--- src/sv/clipped_normalized_lms_filter_assert.svh ---
`ifndef CLIPPED_NORMALIZED_LMS_FILTER_ASSERT_SVH
`define CLIPPED_NORMALIZED_LMS_FILTER_ASSERT_SVH

// same-cycle implication
`define CNLMS_ASSERT_NOW(name, ante, cons) \
   name: assert property (@(posedge clock) disable iff (reset) (ante) |-> (cons)) \
      else $error("cnlms assertion failed");

// next-cycle implication
`define CNLMS_ASSERT_NEXT(name, ante, cons) \
   name: assert property (@(posedge clock) disable iff (reset) (ante) |=> (cons)) \
      else $error("cnlms assertion failed");

`endif

--- src/sv/cnlms_pkg.sv ---
package cnlms_pkg;

   typedef logic signed [15:0] sample_type;
   typedef logic        [15:0] step_type;
   typedef logic signed [23:0] coef_type;

   localparam int ACC_W  = 48;
   localparam int PROD_W = 50;
   localparam int SQ_W   = 40;
   localparam int DEN_W  = 32;
   localparam int Q_W    = 17;

   localparam logic [Q_W-1:0]  CLIP_Q20   = 17'd104858;
   localparam logic [SQ_W-1:0] SQ_BIT0    = 40'h40_0000_0000;
   localparam logic [19:0]     NORM_UNITY = 20'd32768;
   localparam step_type        STEP_RESET = 16'd1311;

endpackage

--- src/sv/clipped_normalized_lms_filter.sv ---
// normalized lms adaptive fir filter, clipped coefficient update
// req channel: one item carries a desired and a reference sample; it is
//   taken when req_valid is high and req_stall is low
// rsp channel: one error_sample item per request, held while rsp_stall is high
// csr channel: step_size write, taken when csr_valid and csr_ready are high
// the error item is issued after the filter pass over all taps
// one item is processed at a time, paced by the single shared
//   33x17 multiplier (three uses per tap), a 20-step square root once per
//   item and a 17-step divider per tap (skipped on overflow) in the update
// req_stall stays high while an item is being processed
// if the error of a new item is ready while the previous error is still
//   stalled, the block waits until the previous item is taken
// reset: synchronous; a clearing pass over all TAPS entries zeroes the delay line
//   and coefficients, then req_stall drops; step_size returns to 1311
module clipped_normalized_lms_filter #(
   parameter int TAPS = 32
) (
   input  logic                  clock,
   input  logic                  reset,
   input  logic                  req_valid,
   output logic                  req_stall,
   input  cnlms_pkg::sample_type req_desired_sample,
   input  cnlms_pkg::sample_type req_reference_sample,
   output logic                  rsp_valid,
   input  logic                  rsp_stall,
   output cnlms_pkg::sample_type rsp_error_sample,
   input  logic                  csr_valid,
   output logic                  csr_ready,
   input  cnlms_pkg::step_type   csr_step_size
);
   import cnlms_pkg::*;

   localparam int IDX_W = (TAPS > 1) ? $clog2(TAPS) : 1;

   localparam logic [3:0] ST_CLR  = 4'd0;
   localparam logic [3:0] ST_IDLE = 4'd1;
   localparam logic [3:0] ST_RD   = 4'd2;
   localparam logic [3:0] ST_M1   = 4'd3;
   localparam logic [3:0] ST_M2   = 4'd4;
   localparam logic [3:0] ST_M3   = 4'd5;
   localparam logic [3:0] ST_ERR  = 4'd6;
   localparam logic [3:0] ST_SQRT = 4'd7;
   localparam logic [3:0] ST_SE   = 4'd8;
   localparam logic [3:0] ST_SE2  = 4'd9;
   localparam logic [3:0] ST_URD  = 4'd10;
   localparam logic [3:0] ST_UM   = 4'd11;
   localparam logic [3:0] ST_UCMP = 4'd12;
   localparam logic [3:0] ST_UDIV = 4'd13;
   localparam logic [3:0] ST_UAPP = 4'd14;

   sample_type dl_mem   [TAPS];
   coef_type   coef_mem [TAPS];

   logic [3:0]              state_ff, state_in;
   logic [IDX_W-1:0]        cnt_ff, cnt_in;
   logic [IDX_W-1:0]        wptr_ff, wptr_in;
   logic [IDX_W-1:0]        base_ff, base_in;
   step_type                step_ff, step_in;
   sample_type              des_ff, des_in;
   logic signed [ACC_W-1:0] acc_ff, acc_in;
   logic [SQ_W-1:0]         sumsq_ff, sumsq_in;
   logic signed [PROD_W-1:0] prod_ff;
   sample_type              err_ff, err_in;
   logic [SQ_W-1:0]         v_ff, v_in, res_ff, res_in, bit_ff, bit_in;
   logic [DEN_W-1:0]        den_ff, den_in;
   logic signed [32:0]      se_ff, se_in;
   logic                    neg_ff, neg_in, ovf_ff, ovf_in;
   logic [DEN_W-1:0]        rem_ff, rem_in;
   logic [Q_W-1:0]          qn_ff, qn_in;
   logic [4:0]              dcnt_ff, dcnt_in;
   logic                    rsp_valid_ff, rsp_valid_in;
   sample_type              rsp_data_ff, rsp_data_in;
   sample_type              dl_q_ff;
   coef_type                coef_q_ff;

   logic                     accept, rd_en, clearing, last;
   logic                     dl_we, coef_we;
   logic [IDX_W-1:0]         dl_wa, rd_phys;
   sample_type               dl_wd;
   coef_type                 coef_wd;
   logic [IDX_W:0]           psum, pwrap;
   logic signed [32:0]       mul_a;
   logic signed [16:0]       mul_b;
   logic signed [PROD_W-1:0] mul_p;
   logic signed [16:0]       dl_ext, dl_abs;
   logic signed [32:0]       se_abs;
   logic signed [PROD_W-1:0] efull;
   logic signed [29:0]       er;
   logic [SQ_W-1:0]          sq_trial;
   logic [19:0]              norm;
   logic [47:0]              nmag;
   logic [DEN_W-1:0]         trial;
   logic [Q_W-1:0]           umag;
   logic signed [25:0]       delta, csum;

   assign accept    = req_valid && !req_stall;
   assign req_stall = (state_ff != ST_IDLE);
   assign csr_ready = 1'b1;
   assign rsp_valid = rsp_valid_ff;
   assign rsp_error_sample = rsp_data_ff;

   assign clearing = (state_ff == ST_CLR);
   assign last     = (cnt_ff == IDX_W'(TAPS - 1));
   assign rd_en    = (state_ff == ST_RD) || (state_ff == ST_URD);
   assign psum     = {1'b0, base_ff} + {1'b0, cnt_ff};
   assign pwrap    = psum - (IDX_W + 1)'(TAPS);
   assign rd_phys  = (psum >= (IDX_W + 1)'(TAPS)) ? pwrap[IDX_W-1:0] : psum[IDX_W-1:0];

   assign dl_we = clearing || accept;
   assign dl_wa = clearing ? cnt_ff : wptr_ff;
   assign dl_wd = clearing ? '0 : req_reference_sample;

   assign dl_ext = 17'(dl_q_ff);
   assign dl_abs = dl_ext[16] ? -dl_ext : dl_ext;
   assign se_abs = se_ff[32] ? -se_ff : se_ff;

   always_comb begin
      unique case (state_ff)
         ST_M1: begin
            mul_a = 33'(coef_q_ff);
            mul_b = dl_ext;
         end
         ST_M2: begin
            mul_a = 33'(dl_q_ff);
            mul_b = dl_ext;
         end
         ST_SE: begin
            mul_a = {17'b0, step_ff};
            mul_b = 17'(err_ff);
         end
         default: begin
            mul_a = se_abs;
            mul_b = dl_abs;
         end
      endcase
   end

   assign mul_p = mul_a * mul_b;

   assign efull = {{(PROD_W - 36){des_ff[15]}}, des_ff, 20'b0}
                - PROD_W'(acc_ff) + PROD_W'(524288);
   assign er    = efull[49:20];

   assign sq_trial = res_ff + bit_ff;
   assign norm     = (sumsq_ff == '0) ? NORM_UNITY : res_ff[19:0];
   assign nmag     = prod_ff[47:0];
   assign trial    = {rem_ff[DEN_W-2:0], qn_ff[Q_W-1]};
   assign umag     = (ovf_ff || (qn_ff > CLIP_Q20)) ? CLIP_Q20 : qn_ff;
   assign delta    = neg_ff ? -26'(umag) : 26'(umag);
   assign csum     = 26'(coef_q_ff) + delta;

   always_comb begin
      coef_we = 1'b0;
      coef_wd = '0;
      if (clearing) begin
         coef_we = 1'b1;
      end else if (state_ff == ST_UAPP) begin
         coef_we = 1'b1;
         if (csum > 26'sd8388607) begin
            coef_wd = 24'sh7fffff;
         end else if (csum < -26'sd8388608) begin
            coef_wd = 24'sh800000;
         end else begin
            coef_wd = csum[23:0];
         end
      end
   end

   always_comb begin
      state_in     = state_ff;
      cnt_in       = cnt_ff;
      wptr_in      = wptr_ff;
      base_in      = base_ff;
      step_in      = step_ff;
      des_in       = des_ff;
      acc_in       = acc_ff;
      sumsq_in     = sumsq_ff;
      err_in       = err_ff;
      v_in         = v_ff;
      res_in       = res_ff;
      bit_in       = bit_ff;
      den_in       = den_ff;
      se_in        = se_ff;
      neg_in       = neg_ff;
      ovf_in       = ovf_ff;
      rem_in       = rem_ff;
      qn_in        = qn_ff;
      dcnt_in      = dcnt_ff;
      rsp_valid_in = rsp_valid_ff;
      rsp_data_in  = rsp_data_ff;

      if (csr_valid && csr_ready) begin
         step_in = csr_step_size;
      end
      if (rsp_valid_ff && !rsp_stall) begin
         rsp_valid_in = 1'b0;
      end

      unique case (state_ff)
         ST_CLR: begin
            cnt_in = last ? '0 : cnt_ff + 1'b1;
            if (last) begin
               state_in = ST_IDLE;
            end
         end
         ST_IDLE: begin
            if (accept) begin
               base_in  = (wptr_ff == IDX_W'(TAPS - 1)) ? '0 : wptr_ff + 1'b1;
               wptr_in  = base_in;
               des_in   = req_desired_sample;
               acc_in   = '0;
               sumsq_in = '0;
               cnt_in   = '0;
               state_in = ST_RD;
            end
         end
         ST_RD: begin
            state_in = ST_M1;
         end
         ST_M1: begin
            state_in = ST_M2;
         end
         ST_M2: begin
            acc_in   = acc_ff + prod_ff[ACC_W-1:0];
            state_in = ST_M3;
         end
         ST_M3: begin
            sumsq_in = sumsq_ff + prod_ff[SQ_W-1:0];
            cnt_in   = last ? '0 : cnt_ff + 1'b1;
            state_in = last ? ST_ERR : ST_RD;
         end
         ST_ERR: begin
            if (!(rsp_valid_ff && rsp_stall)) begin
               if (er > 30'sd32767) begin
                  err_in = 16'sh7fff;
               end else if (er < -30'sd32768) begin
                  err_in = 16'sh8000;
               end else begin
                  err_in = er[15:0];
               end
               rsp_valid_in = 1'b1;
               rsp_data_in  = err_in;
               v_in         = sumsq_ff;
               res_in       = '0;
               bit_in       = SQ_BIT0;
               state_in     = ST_SQRT;
            end
         end
         ST_SQRT: begin
            if (v_ff >= sq_trial) begin
               v_in   = v_ff - sq_trial;
               res_in = (res_ff >> 1) + bit_ff;
            end else begin
               res_in = res_ff >> 1;
            end
            bit_in = bit_ff >> 2;
            if (bit_ff[0]) begin
               state_in = ST_SE;
            end
         end
         ST_SE: begin
            den_in   = DEN_W'({norm, 11'b0});
            state_in = ST_SE2;
         end
         ST_SE2: begin
            se_in    = prod_ff[32:0];
            cnt_in   = '0;
            state_in = ST_URD;
         end
         ST_URD: begin
            state_in = ST_UM;
         end
         ST_UM: begin
            neg_in   = se_ff[32] ^ dl_q_ff[15];
            state_in = ST_UCMP;
         end
         ST_UCMP: begin
            ovf_in   = ({1'b0, nmag} >= {den_ff, 17'b0});
            rem_in   = DEN_W'(nmag >> Q_W);
            qn_in    = nmag[Q_W-1:0];
            dcnt_in  = '0;
            state_in = ovf_in ? ST_UAPP : ST_UDIV;
         end
         ST_UDIV: begin
            if (trial >= den_ff) begin
               rem_in = trial - den_ff;
               qn_in  = {qn_ff[Q_W-2:0], 1'b1};
            end else begin
               rem_in = trial;
               qn_in  = {qn_ff[Q_W-2:0], 1'b0};
            end
            dcnt_in = dcnt_ff + 1'b1;
            if (dcnt_ff == 5'(Q_W - 1)) begin
               state_in = ST_UAPP;
            end
         end
         ST_UAPP: begin
            cnt_in   = last ? '0 : cnt_ff + 1'b1;
            state_in = last ? ST_IDLE : ST_URD;
         end
         default: begin
            state_in = ST_CLR;
         end
      endcase
   end

   always_ff @(posedge clock) begin
      if (reset) begin
         state_ff     <= ST_CLR;
         cnt_ff       <= '0;
         wptr_ff      <= '0;
         base_ff      <= '0;
         step_ff      <= STEP_RESET;
         rsp_valid_ff <= 1'b0;
      end else begin
         state_ff     <= state_in;
         cnt_ff       <= cnt_in;
         wptr_ff      <= wptr_in;
         base_ff      <= base_in;
         step_ff      <= step_in;
         rsp_valid_ff <= rsp_valid_in;
      end
   end

   always_ff @(posedge clock) begin
      des_ff      <= des_in;
      acc_ff      <= acc_in;
      sumsq_ff    <= sumsq_in;
      prod_ff     <= mul_p;
      err_ff      <= err_in;
      v_ff        <= v_in;
      res_ff      <= res_in;
      bit_ff      <= bit_in;
      den_ff      <= den_in;
      se_ff       <= se_in;
      neg_ff      <= neg_in;
      ovf_ff      <= ovf_in;
      rem_ff      <= rem_in;
      qn_ff       <= qn_in;
      dcnt_ff     <= dcnt_in;
      rsp_data_ff <= rsp_data_in;
   end

   always_ff @(posedge clock) begin
      if (dl_we) begin
         dl_mem[dl_wa] <= dl_wd;
      end
      if (rd_en) begin
         dl_q_ff <= dl_mem[rd_phys];
      end
   end

   always_ff @(posedge clock) begin
      if (coef_we) begin
         coef_mem[cnt_ff] <= coef_wd;
      end
      if (rd_en) begin
         coef_q_ff <= coef_mem[cnt_ff];
      end
   end

`include "clipped_normalized_lms_filter_assert.svh"

   `CNLMS_ASSERT_NOW(a_sqrt_bit_onehot, state_ff == ST_SQRT, $onehot(bit_ff))
   `CNLMS_ASSERT_NOW(a_div_rem_below_den, state_ff == ST_UDIV, rem_ff < den_ff)
   `CNLMS_ASSERT_NEXT(a_rsp_after_err, !rsp_valid_ff && state_ff != ST_ERR, !rsp_valid_ff)

endmodule

--- config.mk ---
export PLATFORM = sky130hd
export DESIGN_NAME = clipped_normalized_lms_filter
export DESIGN_NICKNAME = d
export VERILOG_FILES = /design/src/sv/cnlms_pkg.sv /design/src/sv/clipped_normalized_lms_filter.sv
export VERILOG_INCLUDE_DIRS = /design/src /design/src/sv
export SDC_FILE = /design/constraint.sdc
export NUM_CORES = 2
export LEC_CHECK = 0
export ABC_CLOCK_PERIOD_IN_PS = 10200
export BUFFER_PORTS_ARGS = -buffer_cell sky130_fd_sc_hd__buf_2
export CAP_MARGIN = 20
export CORE_ASPECT_RATIO = 1.25
export CORE_MARGIN = 8
export CORE_UTILIZATION = 50
export DETAILED_ROUTE_END_ITERATION = 8
export GPL_ROUTABILITY_DRIVEN = 0
export PLACE_DENSITY = 0.64
export SYNTH_ARGS = -nofsm -noshare
export SYNTH_HDL_FRONTEND = slang
export SYNTH_SLANG_ARGS = --single-unit
--- constraint.sdc ---
create_clock -name clock -period 10.2 [get_ports clock]
set_input_delay 2.04 -clock clock [delete_from_list [all_inputs] [get_ports clock]]
set_output_delay 2.04 -clock clock [all_outputs]
set_load 0.05 [all_outputs]
==> results.tsv <==
metric	value	unit
outcome	finished clean	
Via Count	61650	
1st-iter DRT viols	5897	
Fmax	0.1028	GHz
CP Capture Type	register	
Tightest Pin Transition	1.201	ns
# setup viols final	0	
Worst Skew	0.07674	ns
top-area cell type share of the netlist area	50.63	%
r2r endpoint	prod_ff[46]	
clock power share	32.9	%
GR Overflow Total	0	
Std-Cell Rows	181	
vias in the first global route	63320	
DP HPWL	179.6	mm
Combinational Power Share	22.8	%
synthesized instance count	7363	
depth of the most critical reg-to-reg path	33	
Hold Slack	0.5534	ns
Syn Nets	8335	
Crit path required time	10.90	ns
# port buffers	70	
Hold Path End	rem_ff[1]	
root buffer cell	clkbuf_16	
FF+latch count, synth	1727	
pwr dens	177.2	nW/um2
non-filler cells, final	10250	
critical path type	register to register	
synthesized cell area	97730	um2
Startpoint Class	register	
Routed Antenna Nets	0	
Die X	411.4	um
CTS sink count	1727	
DRC	0	
Seq pwr share	44.4	%
max_slew headroom	19.41	%
CP max stage delay	0.67	ns
hold wc startpoint	rem_ff[0]	
Max rail drop VDD	0.1625	mV
Die Height	510.3	um
ys flop type	edfxtp_1	
fraction of layout instances using a drive strength above 1	14.68	%
Cell Int Power	0.01364	W
top cell type by total area after synthesis	edfxtp_1	
most frequent CP cell	fa_1	
crit-path max FO	69	
clock latency on the worst-skew pair	0.84	ns
P&R area growth vs syn	11.06	%
Post-CTS Setup Bufs	0	
initial antenna violation count	6	
Area contributors post-synth	edfxtp_1 (51%), fa_1 (11%), mux4_2 (8.1%), ha_1 (5.0%), inv_1 (2.5%)	
Pre-antenna DRT Iters	6	
Yosys warning total	0	
Sw Share	29.04	%
FF-to-FF setup slack	0.47	ns
Tcrit/Tclk final	95.38	%
pin count of the biggest net entering global routing	118	
commonest non-fill, non-tap cells in the layout	edfxtp_1 (1648), inv_1 (661), nand2_1 (605)	
Syn Area/Cell	13.27	um2
Synth cell types	106	
core area	194500	um2
CTS tree	built	
FFs w/ async S/R, synth	0	%
boundary pin count	72	
worst r2r src	state_ff[0]	
CTS Buffer Depth	3	
die area	210000	um2
critical path arrival	10.42	ns
RSZ-0062 raised after global routing	false	
commonest non-fill, non-tap cell in the layout	edfxtp_1	
final hold vios	0	
slowest CP cell	dfxtp_1	
hold depth	1	
Design Power	0.01923	W
EDFF count, synth	1648	
post-layout util	55.80	%
max-cap viol count	0	
Total Routed Length	264.0	mm
post-DR wirelength/cell	25.75	um
htree depth	4	
setup TNS	0	ns
Seq/Total Area, Yosys	52.25	%
Starting Density	50.24	%
CTS clk-pin slew, worst paths	0.06	ns
Layout Nets	8522	
CTS Buf Count	171	
Leakage	41.29	nW
minimum clock period	9.729	ns
gr usage total	24.94	%
Via density	6.013	
dpl cells	9900	
Slew Viols, Final	0	
worst hold path class	register to register	
Psw	0.005584	W
first-pass GRT wire length	394.7	mm
==> stage by stage <==
step                area (um2)  setup WS, ns
floorplan                97730         1.334
global placement        102300        0.5833
detailed placement      102300        0.4209
CTS                     108000        0.4179
global route            108500       0.04459
finish                  108500        0.4713
==> worst max path at each step <==
stage	startpoint	endpoint	slack, ns	depth (start not counted)
after floorplan	dl_q_ff[2]	prod_ff[46]	1.33	35
after global placement	dl_q_ff[2]	prod_ff[46]	0.58	33
after detailed placement	dl_q_ff[2]	prod_ff[46]	0.42	33
after CTS	dl_q_ff[2]	prod_ff[46]	0.42	33
after global routing	dl_q_ff[2]	prod_ff[46]	0.04	34
final	state_ff[0]	prod_ff[46]	0.47	33
==> registers in the layout, summed over array words and instances, names as in the netlist <==
signal	count
rem_ff	31
den_ff	20
dl_q_ff	16
coef_mem	768
neg_ff	1
bit_ff	20
res_ff	40
rsp_error_sample	16
v_ff	40
coef_q_ff	24
qn_ff	17
dl_mem	512
acc_ff	48
prod_ff	48
se_ff	33
step_ff	16
ovf_ff	1
state_ff	4
base_ff	5
cnt_ff	5
dcnt_ff	5
rsp_valid	1
des_ff	16
sumsq_ff	40
==> cell families after synthesis <==
family	synth area share, %
AOI/OAI and AO/OA	7.994
xor gates and xnor gates	2.893
adders and majority gates	15.83
buffers and inverters	3.633
DFF	52.25
muxes	8.803
other	0.003837
and+or+nand+nor	8.589
==> metal layers <==
metal / wire length, um / track usage [%]
met5: 0 / 0
met1: 99240 / 30.64
met4: 13300 / 10.83
met3: 19300 / 4.443
met2: 132100 / 43.37
==> critical path: cells and delay by family (launching register included) <==
family | cells | cell delay (ns)
fa+ha+maj | 7 | 3.53
compound gates | 10 | 2.27
simple gates | 9 | 1.74
buf+inv | 6 | 1.26
flops | 1 | 0.67
xor+xnor | 1 | 0.13
==> power by group through the flow <==
| stage | sequential [W] | combinational (W) | clock (W) |
|---|---|---|---|
| floorplan | 0.00843 | 0.00323 | 0 |
| global placement | 0.00867 | 0.00429 | 0 |
| detailed placement | 0.00869 | 0.00434 | 0 |
| CTS | 0.00854 | 0.00437 | 0.00642 |
| global route | 0.00855 | 0.00475 | 0.00666 |
| finish | 0.00853 | 0.00438 | 0.00632 |
==> layout make-up <==
type	count	area [um2]
Antenna cell	2	5.005
Clock buffer	214	4536
Clock inverter	98	1140
Fill cell	15530	85990
Inverter	666	2501
Multi-Input combinational cell	4696	43770
Sequential cell	1727	51080
Tap cell	2562	3206
Timing Repair Buffer	288	2303
==> cell usage after synthesis (all sizes together), types with 131 or more instances <==
cell type / n
a21oi: 265
a21o: 131
nor2: 653
edfxtp: 1648
inv: 665
fa: 528
o21ai: 272
xor2: 162
mux4: 352
xnor2: 160
nand2: 609
ha: 391
clkbuf: 234
==> repair_timing <==
action | CTS | global route
hold buffers | 0 | 0
gates resized for setup | 0 | 4
setup endpoints to repair | 0 | 3
No activity file was read; power rests on OpenSTA's default activity.
